File: src/design/fxq_pkg.sv
// fxq_pkg: shared types and constants for the float-to-fixed quantizer
// no dependencies
`default_nettype none

package fxq_pkg;

    localparam int OUT_BITS = 16;
    localparam int FB_W = 4;
    localparam int SB_W = 5;
    localparam int CFG_IDX_W = 2;
    localparam int CFG_DATA_W = 5;

    typedef enum logic [CFG_IDX_W-1:0] {
        REG_FRACTION_BITS   = 2'd0,
        REG_SATURATION_BITS = 2'd1
    } cfg_reg_t;

    typedef struct packed {
        logic [FB_W-1:0] fraction_bits;
        logic [SB_W-1:0] saturation_bits;
    } fxq_cfg_t;

endpackage

`default_nettype wire

File: src/design/fxq_cfg.sv
// fxq_cfg: configuration register file
// depends on fxq_pkg
`default_nettype none

module fxq_cfg (
    input  wire logic                           clk,
    input  wire logic                           rst_n,
    input  wire logic                           cfg_valid,
    output logic                                cfg_ready,
    input  wire logic [fxq_pkg::CFG_IDX_W-1:0]  cfg_index,
    input  wire logic [fxq_pkg::CFG_DATA_W-1:0] cfg_data,
    output fxq_pkg::fxq_cfg_t                   cfg
);
    import fxq_pkg::*;

    fxq_cfg_t cfg_reg;

    assign cfg_ready = 1'b1;
    assign cfg = cfg_reg;

    always_ff @(posedge clk or negedge rst_n)
    begin
        if (!rst_n)
        begin
            cfg_reg.fraction_bits   <= '0;
            cfg_reg.saturation_bits <= SB_W'(16);
        end
        else if (cfg_valid)
        begin
            case (cfg_index)
                REG_FRACTION_BITS:   cfg_reg.fraction_bits   <= cfg_data[FB_W-1:0];
                REG_SATURATION_BITS: cfg_reg.saturation_bits <= cfg_data[SB_W-1:0];
                default: ;
            endcase
        end
    end

endmodule

`default_nettype wire

File: src/design/fxq_core.sv
// fxq_core: combinational scale, round and symmetric saturate of one binary32 sample
// depends on fxq_pkg
`default_nettype none

module fxq_core (
    input  wire logic [31:0]                  sample_bits,
    input  wire fxq_pkg::fxq_cfg_t            cfg,
    output logic signed [fxq_pkg::OUT_BITS-1:0] quantized
);
    import fxq_pkg::*;

    logic                neg;
    logic [7:0]          expo;
    logic [22:0]         frac;
    logic [23:0]         mant;
    logic [SB_W-1:0]     n_eff;
    logic [OUT_BITS-1:0] limit;
    logic signed [9:0]   sh;
    logic [7:0]          rs;
    logic [39:0]         wide;
    logic [24:0]         rnd;
    logic [OUT_BITS-1:0] mag;

    always_comb
    begin
        neg  = sample_bits[31];
        expo = sample_bits[30:23];
        frac = sample_bits[22:0];
        mant = (expo == 8'd0) ? {1'b0, frac} : {1'b1, frac};

        // clamp saturation width to 2..OUT_BITS
        if (cfg.saturation_bits < SB_W'(2))
            n_eff = SB_W'(2);
        else if (cfg.saturation_bits > SB_W'(OUT_BITS))
            n_eff = SB_W'(OUT_BITS);
        else
            n_eff = cfg.saturation_bits;
        limit = (OUT_BITS'(1) << (n_eff - SB_W'(1))) - OUT_BITS'(1);

        // subnormals share the exponent of the smallest normal
        sh = $signed({2'b00, (expo == 8'd0) ? 8'd1 : expo}) - 10'sd150
             + $signed({6'b0, cfg.fraction_bits});
        rs = 8'(-sh);
        wide = 40'(mant) << sh[3:0];
        rnd = '0;

        if (expo == 8'hFF)
            mag = (frac != 23'd0) ? '0 : limit;
        else if (mant == 24'd0)
            mag = '0;
        else if (sh >= 10'sd0)
        begin
            if (sh > 10'sd15 || wide > 40'(limit))
                mag = limit;
            else
                mag = wide[OUT_BITS-1:0];
        end
        else if (rs > 8'd25)
            mag = '0;
        else
        begin
            rnd = ({1'b0, mant} + (25'd1 << (rs[4:0] - 5'd1))) >> rs[4:0];
            mag = (rnd > 25'(limit)) ? limit : rnd[OUT_BITS-1:0];
        end

        quantized = neg ? $signed(-mag) : $signed(mag);
    end

endmodule

`default_nettype wire

File: src/design/float_to_fixed_quantizer.sv
// float_to_fixed_quantizer: top level, binary32 sample in, symmetric saturated fixed point out
// depends on fxq_pkg, fxq_cfg, fxq_core
// path: input transaction to result valid through the input register, then the result register
// throughput: one transaction per cycle while out_stall is low; set by the single pass between the two registers
// reset: asynchronous active low, clears both valid flags, fraction_bits to 0, saturation_bits to 16
`default_nettype none

module float_to_fixed_quantizer (
    input  wire logic                           clk,
    input  wire logic                           rst_n,
    // input sample channel
    input  wire logic                           in_valid,
    output logic                                in_stall,
    input  wire logic [31:0]                    sample_bits,
    // result channel
    output logic                                out_valid,
    input  wire logic                           out_stall,
    output logic signed [fxq_pkg::OUT_BITS-1:0] quantized,
    // configuration write channel
    input  wire logic                           cfg_valid,
    output logic                                cfg_ready,
    input  wire logic [fxq_pkg::CFG_IDX_W-1:0]  cfg_index,
    input  wire logic [fxq_pkg::CFG_DATA_W-1:0] cfg_data
);
    import fxq_pkg::*;

    fxq_cfg_t cfg;

    // input stage
    logic        s1_valid_reg;
    logic [31:0] s1_sample_reg;
    // result stage
    logic                       out_valid_reg;
    logic signed [OUT_BITS-1:0] out_q_reg;
    logic signed [OUT_BITS-1:0] q_next;

    logic advance;
    logic in_take;

    fxq_cfg u_cfg (
        .clk       (clk),
        .rst_n     (rst_n),
        .cfg_valid (cfg_valid),
        .cfg_ready (cfg_ready),
        .cfg_index (cfg_index),
        .cfg_data  (cfg_data),
        .cfg       (cfg)
    );

    fxq_core u_core (
        .sample_bits (s1_sample_reg),
        .cfg         (cfg),
        .quantized   (q_next)
    );

    // result register moves whenever it is empty or being taken
    assign advance   = !out_valid_reg || !out_stall;
    // input register refills when it is empty or empties into the result register
    assign in_stall  = s1_valid_reg && !advance;
    assign in_take   = in_valid && !in_stall;
    assign out_valid = out_valid_reg;
    assign quantized = out_q_reg;

    always_ff @(posedge clk or negedge rst_n)
    begin
        if (!rst_n)
        begin
            s1_valid_reg  <= 1'b0;
            out_valid_reg <= 1'b0;
        end
        else
        begin
            if (advance)
                out_valid_reg <= s1_valid_reg;
            if (advance || !s1_valid_reg)
                s1_valid_reg <= in_take;
        end
    end

    // payload registers, no reset
    always_ff @(posedge clk)
    begin
        if (in_take)
            s1_sample_reg <= sample_bits;
        if (advance && s1_valid_reg)
            out_q_reg <= q_next;
    end

endmodule

`default_nettype wire

File: config.mk
export PLATFORM = sky130hd
export DESIGN_NAME = float_to_fixed_quantizer
export DESIGN_NICKNAME = d
export VERILOG_FILES = /design/src/design/fxq_pkg.sv /design/src/design/fxq_cfg.sv /design/src/design/fxq_core.sv /design/src/design/float_to_fixed_quantizer.sv
export SDC_FILE = /design/constraint.sdc
export NUM_CORES = 1
export LEC_CHECK = 0
export BUFFER_PORTS_ARGS = -buffer_cell sky130_fd_sc_hd__clkbuf_2
export CAP_MARGIN = 40
export CORE_MARGIN = 3
export CORE_UTILIZATION = 29
export DETAILED_ROUTE_END_ITERATION = 8
export HOLD_SLACK_MARGIN = 0.05
export SLEW_MARGIN = 20
export SYNTH_ARGS = -nofsm -noshare
export SYNTH_HDL_FRONTEND = slang
export SYNTH_HIERARCHICAL = 1
export SYNTH_SLANG_ARGS = --single-unit
File: constraint.sdc
create_clock -name clk -period 20.2 [get_ports clk]
set_input_delay 2.02 -clock clk [delete_from_list [all_inputs] [get_ports clk]]
set_output_delay 2.02 -clock clk [all_outputs]
set_load 0.02 [all_outputs]
==> results of run 1 <==
[metrics by stage]
| stage | instances | worst slack (ns) | power [mW] |
|---|---|---|---|
| finish | 1252 | 8.12 | 1.25 |
| floorplan | 894 | 10.08 | 0.848 |
| global placement | 1234 | 8.45 | 1.07 |
| CTS | 1250 | 8.23 | 1.23 |
| detailed placement | 1234 | 8.28 | 1.07 |
| global route | 1252 | 6.94 | 1.35 |
[critical path, delay by kind of cell, from the launching register on]
family                     cells  cell delay, ns
AOI/OAI and AO/OA             19            4.96
and+or+nand+nor               10            3.10
adders and majority gates      6            1.94
buffers and inverters          3            0.91
DFF                            1            0.48
xor gates and xnor gates       2            0.27
muxes                          1            0.13
[synthesized netlist by cell type (13+ instances only)]
library cell / instances / share of area
a211oi_1: 18 / 0.019
a21oi_1: 78 / 0.054
clkbuf_1: 34 / 0.018
edfxtp_1: 48 / 0.20
ha_1: 52 / 0.090
inv_1: 23 / 0.012
mux2_2: 15 / 0.023
mux2i_1: 14 / 0.019
nand2_1: 89 / 0.046
nand3_1: 19 / 0.013
nand4_1: 13 / 0.011
nor2_1: 83 / 0.043
nor2b_1: 23 / 0.020
nor3_1: 24 / 0.017
nor4_1: 15 / 0.013
o21ai_0: 55 / 0.038
o31ai_1: 15 / 0.016
xnor2_1: 37 / 0.045
xor2_1: 16 / 0.019
[final timing paths]
kind                                                  start                       end  slack (ns)  cells past startpoint
worst max-delay path            s1_sample_reg[28]$_DFFE_PP_   quantized[15]$_DFFE_PP_        8.12                     41
worst min-delay path               s1_valid_reg$_DFFE_PN0P_     out_valid$_DFFE_PN0P_        0.50                      1
worst max register to register  s1_sample_reg[28]$_DFFE_PP_   quantized[15]$_DFFE_PP_        8.12                     41
worst min register to register     s1_valid_reg$_DFFE_PN0P_     out_valid$_DFFE_PN0P_        0.50                      1
max in group asynchronous                             rst_n  u_cfg/cfg[4]$_DFFE_PN1P_       18.38                      1
min in group asynchronous                             rst_n  s1_valid_reg$_DFFE_PN0P_        1.55                      1
[cells in the final DEF (no fill, tap or decap), types with 5 or more instances in the layout]
cell type and count:
o31ai_1 15, buf_4 10, nand2_1 89, nand2b_1 8
a21boi_0 5, ha_1 52, xnor2_1 36, nor3_1 24
mux2_2 15, xor2_1 16, a31oi_1 10, clkbuf_2 61
edfxtp_1 48, or2_2 6, nand3_1 19, o21ai_0 55
inv_1 23, nor4_1 15, and3_1 8, nor2_1 83
o211ai_1 7, a21oi_1 78, o221ai_1 5, a211o_1 6
clkbuf_16 10, o21a_1 10, mux2i_1 14, mux4_2 9
nor2b_1 23, or3_1 9, o22ai_1 11, dfrtp_1 10
nand4_1 13, o31a_1 6, a21o_1 11, a211oi_1 18
[area by class of cell]
class | instances | area [µm²]
multi-input combinational | 756 | 5210
clock buffer | 13 | 282
timing repair buffer | 73 | 393
clock inverter | 3 | 17.5
fill | 2582 | 16300
inverter | 24 | 90.1
tap | 324 | 405
sequential | 59 | 1720
[kinds of logic (layout without fill, tap and decap cells)]
family | Yosys count | after routing | share of synthesized area
and+or+nand+nor | 318 | 318 | 0.216
AOI/OAI and AO/OA | 288 | 288 | 0.268
buffers and inverters | 79 | 113 | 0.0450
DFF | 59 | 59 | 0.237
adders and majority gates | 54 | 54 | 0.0955
xor gates and xnor gates | 54 | 54 | 0.0664
muxes | 38 | 38 | 0.0707
other | 2 | 4 | 0.00104
[power by group through the flow]
stage	Combinational, mW	Clock, mW	Sequential (mW)
after floorplan	0.667	0	0.181
after detailed placement	0.893	0	0.174
after global routing	1.01	0.164	0.174
after global placement	0.894	0	0.174
after CTS	0.897	0.159	0.172
final	0.922	0.154	0.171
[metal layers]
layer / vias up / wire [µm]
met2: 245 / 10000
met1: 3338 / 9870
li1: 3422 / -
met4: 0 / 601
met3: 39 / 1340
met5: - / 0
==> flow_metrics.py, run 1 <==
metrics = {
    "outcome": {
        "run_status": "completed",
    },
    "place": {
        "place_congestion": 0.988,
        "placed_cell_area_um2": 7800,
        "dp_hpwl_um": 17200,
        "place.port_buffers": 61,
    },
    "global_route": {
        "grt_use_met3": 0.0262,
        "grt_use_met1": 0.225,
        "grt.met2_usage": 0.260,
        "global_route.usage.total": 0.164,
        "grt_max_degree": 39,
        "grt_pass1_vias": 6651,
        "grt_pass1_wl_um": 35200,
        "grt_overflow": 0,
        "top_usage_layer": "met2",
        "grt_antenna_before_repair": 0,
    },
    "power": {
        "switchingPower_mw": 0.656,
        "p_int_mw": 0.591,
        "clkPwrFrac": 0.124,
        "swShare": 0.526,
        "power_frac_comb": 0.739,
        "power_density_nw_per_um2": 154,
        "seq_power_share": 0.137,
        "power.leakage_nw": 3.17,
        "ir_drop_v": 0.0000517,
    },
    "worst_setup_path": {
        "critPathMaxStageDelay_ns": 0.65,
        "critPathKind": "reg -> reg",
        "worstPathRequired_ns": 20.29,
        "cp_max_fo": 36,
        "startpoint_type": "flip-flop",
        "cp.arrival_ns": 12.17,
        "crit_path_top_delay_cell": "nor2_1",
        "crit_path_end_kind": "flip-flop",
    },
    "timing": {
        "setup_viol": 0,
        "period_share": 0.598,
        "finalSetupTns_ns": 0,
        "slew_viol_final": 0,
        "finalHoldViolations": 0,
        "max_freq_mhz": 82.8,
        "fin_crit_ns": 12.08,
        "maxSlewHeadroom": 0.463,
        "whs_ns": 0.502,
        "tightest_slew_ns": 0.800,
        "final.setup_skew_ns": 0.00761,
        "rsz0062_at_grt": "no",
    },
    "clock_network": {
        "h-tree-depth": 3,
        "cts_hold_buffers": 0,
        "cts_tree": "done",
        "root_buffer": "clkbuf_16",
        "post_cts_buffers": 0,
        "numCtsBuffers": 9,
        "post_cts_resized": 0,
        "path_clk_slew_ns": 0.06,
        "clk_latency_ns": 0.34,
        "cts.sinks": 59,
        "cts_max_path_buffers": 2,
    },
    "finish": {
        "design_area_um2": 8110,
        "fin_util": 0.333,
        "drive_gt1_frac": 0.152,
        "largest_reg_flops": 32,
        "diodes": 0,
        "nets": 1021,
        "syn2layout_area_growth_pct": 12.1,
    },
    "synth": {
        "yosys_register_bits": 59,
        "yosysWarnings": 6,
        "avgSynthCellArea_um2": 8.11,
        "synth_cell_types": 88,
        "synth_seq_area_share": 0.237,
        "syn_area_um2": 7230,
        "synth_edf_count": 48,
        "syn-instance-count": 892,
        "ys_async_sr_fraction": 0.186,
        "ys.flop_type": "edfxtp_1",
    },
    "floorplan": {
        "core_area_um2": 24400,
        "io_pins": 63,
        "rows": 57,
        "start_util": 0.297,
        "dieHeight_um": 164,
        "die_w_um": 164,
        "die-area_um2": 26900,
    },
    "hold_path": {
        "min_path_type": "reg -> reg",
    },
    "detailed_routing": {
        "drtIter0Drc": 878,
        "dr_total_vias": 7044,
        "viasPerCell": 5.63,
        "drtAntennaViolNets": 0,
        "wl_um": 21900,
        "wl_per_cell_um": 17.5,
        "drc": 0,
        "drtPass1Iterations": 6,
    },
    "flow_run": {
        "max_cap_violations": 0,
    },
}
Note: power is estimated with default switching activity, not from simulation.
==> run 2: changes to the inputs <==
==> constraint.sdc (replaced) <==
create_clock -name clk -period 12.1 [get_ports clk]
set_input_delay 1.21 -clock clk [delete_from_list [all_inputs] [get_ports clk]]
set_output_delay 1.21 -clock clk [all_outputs]
set_load 0.02 [all_outputs]
==> flow_metrics.py, run 2 (same netlist as run 1, synthesis figures left out) <==
metrics = {
    "outcome": {
        "run_status": "completed",
    },
    "floorplan": {
        "start_util": 0.297,
        "dieHeight_um": 164,
        "rows": 57,
        "die-area_um2": 26900,
        "die_w_um": 164,
        "core_area_um2": 24400,
        "io_pins": 63,
    },
    "place": {
        "place_congestion": 0.966,
        "dp_hpwl_um": 17500,
        "place.port_buffers": 61,
    },
    "global_route": {
        "grt_antenna_before_repair": 0,
        "grt_max_degree": 38,
        "grt_pass1_wl_um": 34900,
        "grt_pass1_vias": 6534,
        "global_route.usage.total": 0.163,
        "grt_overflow": 0,
        "grt_use_met1": 0.225,
        "grt_use_met3": 0.0237,
        "top_usage_layer": "met2",
        "grt.met2_usage": 0.258,
    },
    "finish": {
        "syn2layout_area_growth_pct": 12.4,
        "final_cell_mix": "nand2_1, nor2_1, a21oi_1",
        "final_common_cell": "nand2_1",
        "largest_reg_flops": 32,
        "drive_gt1_frac": 0.155,
        "diodes": 0,
        "nets": 1025,
    },
    "timing": {
        "slew_viol_final": 0,
        "max_freq_mhz": 90.2,
        "period_share": 0.917,
        "finalSetupTns_ns": 0,
        "maxSlewHeadroom": 0.410,
        "fin_crit_ns": 11.09,
        "setup_viol": 0,
        "tightest_slew_ns": 0.875,
        "final.setup_skew_ns": 0.0105,
        "rsz0062_at_grt": "no",
        "finalHoldViolations": 0,
    },
    "detailed_routing": {
        "viasPerCell": 5.65,
        "drtIter0Drc": 684,
        "drtPass1Iterations": 5,
        "wl_per_cell_um": 17.5,
        "drc": 0,
        "wl_um": 21900,
        "drtAntennaViolNets": 0,
        "dr_total_vias": 7102,
    },
    "hold_path": {
        "min_path_type": "reg -> reg",
    },
    "power": {
        "clkPwrFrac": 0.121,
        "power_frac_comb": 0.742,
        "switchingPower_mw": 1.09,
        "power.leakage_nw": 3.18,
        "p_int_mw": 0.994,
        "swShare": 0.523,
        "ir_drop_v": 0.000124,
        "power_density_nw_per_um2": 256,
        "totalPowerFinal_mw": 2.08,
        "seq_power_share": 0.138,
    },
    "worst_setup_path": {
        "crit_path_end_kind": "flip-flop",
        "cp_max_fo": 12,
        "crit_family": "compound AO/OA/AOI/OAI gates",
        "cp_num_buf_inv": 2,
        "worstPathRequired_ns": 12.18,
        "crit_path_top_delay_cell": "nor2_1",
        "cp.arrival_ns": 11.17,
        "startpoint_type": "flip-flop",
        "critPathKind": "reg -> reg",
        "critPathMaxStageDelay_ns": 0.61,
    },
    "clock_network": {
        "post_cts_resized": 0,
        "h-tree-depth": 3,
        "cts.sinks": 59,
        "cts_max_path_buffers": 2,
        "root_buffer": "clkbuf_16",
        "numCtsBuffers": 9,
        "clk_latency_ns": 0.34,
        "post_cts_buffers": 0,
        "cts_hold_buffers": 0,
        "cts_tree": "done",
        "path_clk_slew_ns": 0.06,
    },
    "flow_run": {
        "max_cap_violations": 0,
    },
}
## run 2: final timing paths
path / from / end / slack (ns) / cells after the start
worst max-delay path: s1_sample_reg[28]$_DFFE_PP_ / quantized[15]$_DFFE_PP_ / 1.01 / 40
worst min-delay path: s1_valid_reg$_DFFE_PN0P_ / out_valid$_DFFE_PN0P_ / 0.50 / 1
worst max register to register: s1_sample_reg[28]$_DFFE_PP_ / quantized[15]$_DFFE_PP_ / 1.01 / 40
worst min register to register: s1_valid_reg$_DFFE_PN0P_ / out_valid$_DFFE_PN0P_ / 0.50 / 1
max in group asynchronous: rst_n / u_cfg/cfg[4]$_DFFE_PN1P_ / 11.10 / 1
min in group asynchronous: rst_n / s1_valid_reg$_DFFE_PN0P_ / 0.73 / 1
## run 2: power by group through the flow
stage	clock network, mW	registers (mW)	logic [mW]
6_report	0.251	0.287	1.55
5_1_grt	0.266	0.292	1.70
4_1_cts	0.257	0.288	1.52
3_5_place_dp	0	0.292	1.51
3_3_place_gp	0	0.291	1.52
2_1_floorplan	0	0.303	1.11
## run 2: metrics by stage
stage                     setup WS, ns  hold slack, ns  area (µm²)  utilization  instances
after floorplan                   1.98           0.467        7240            -        894
after global placement            1.41           0.477        7850        0.322       1240
after detailed placement          1.14           0.492        7850        0.322       1240
after CTS                         1.10           0.504        8130        0.333       1256
after global routing            0.0229           0.525        8130        0.333       1256
final                             1.01           0.499        8130        0.333       1256
## run 2: cell type report
type                            count  area [µm²]
Timing Repair Buffer               77         425
Tap cell                          324         405
Clock inverter                      5        53.8
Sequential cell                    59        1720
Fill cell                        2527       16300
Inverter                           24        90.1
Multi-Input combinational cell    756        5210
Clock buffer                       11         233
## run 2: metal layers
layer / up-vias / part of all wire
li1: 3437 / -
met1: 3326 / 0.44
met2: 297 / 0.46
met3: 42 / 0.068
met4: 0 / 0.030
met5: - / 0
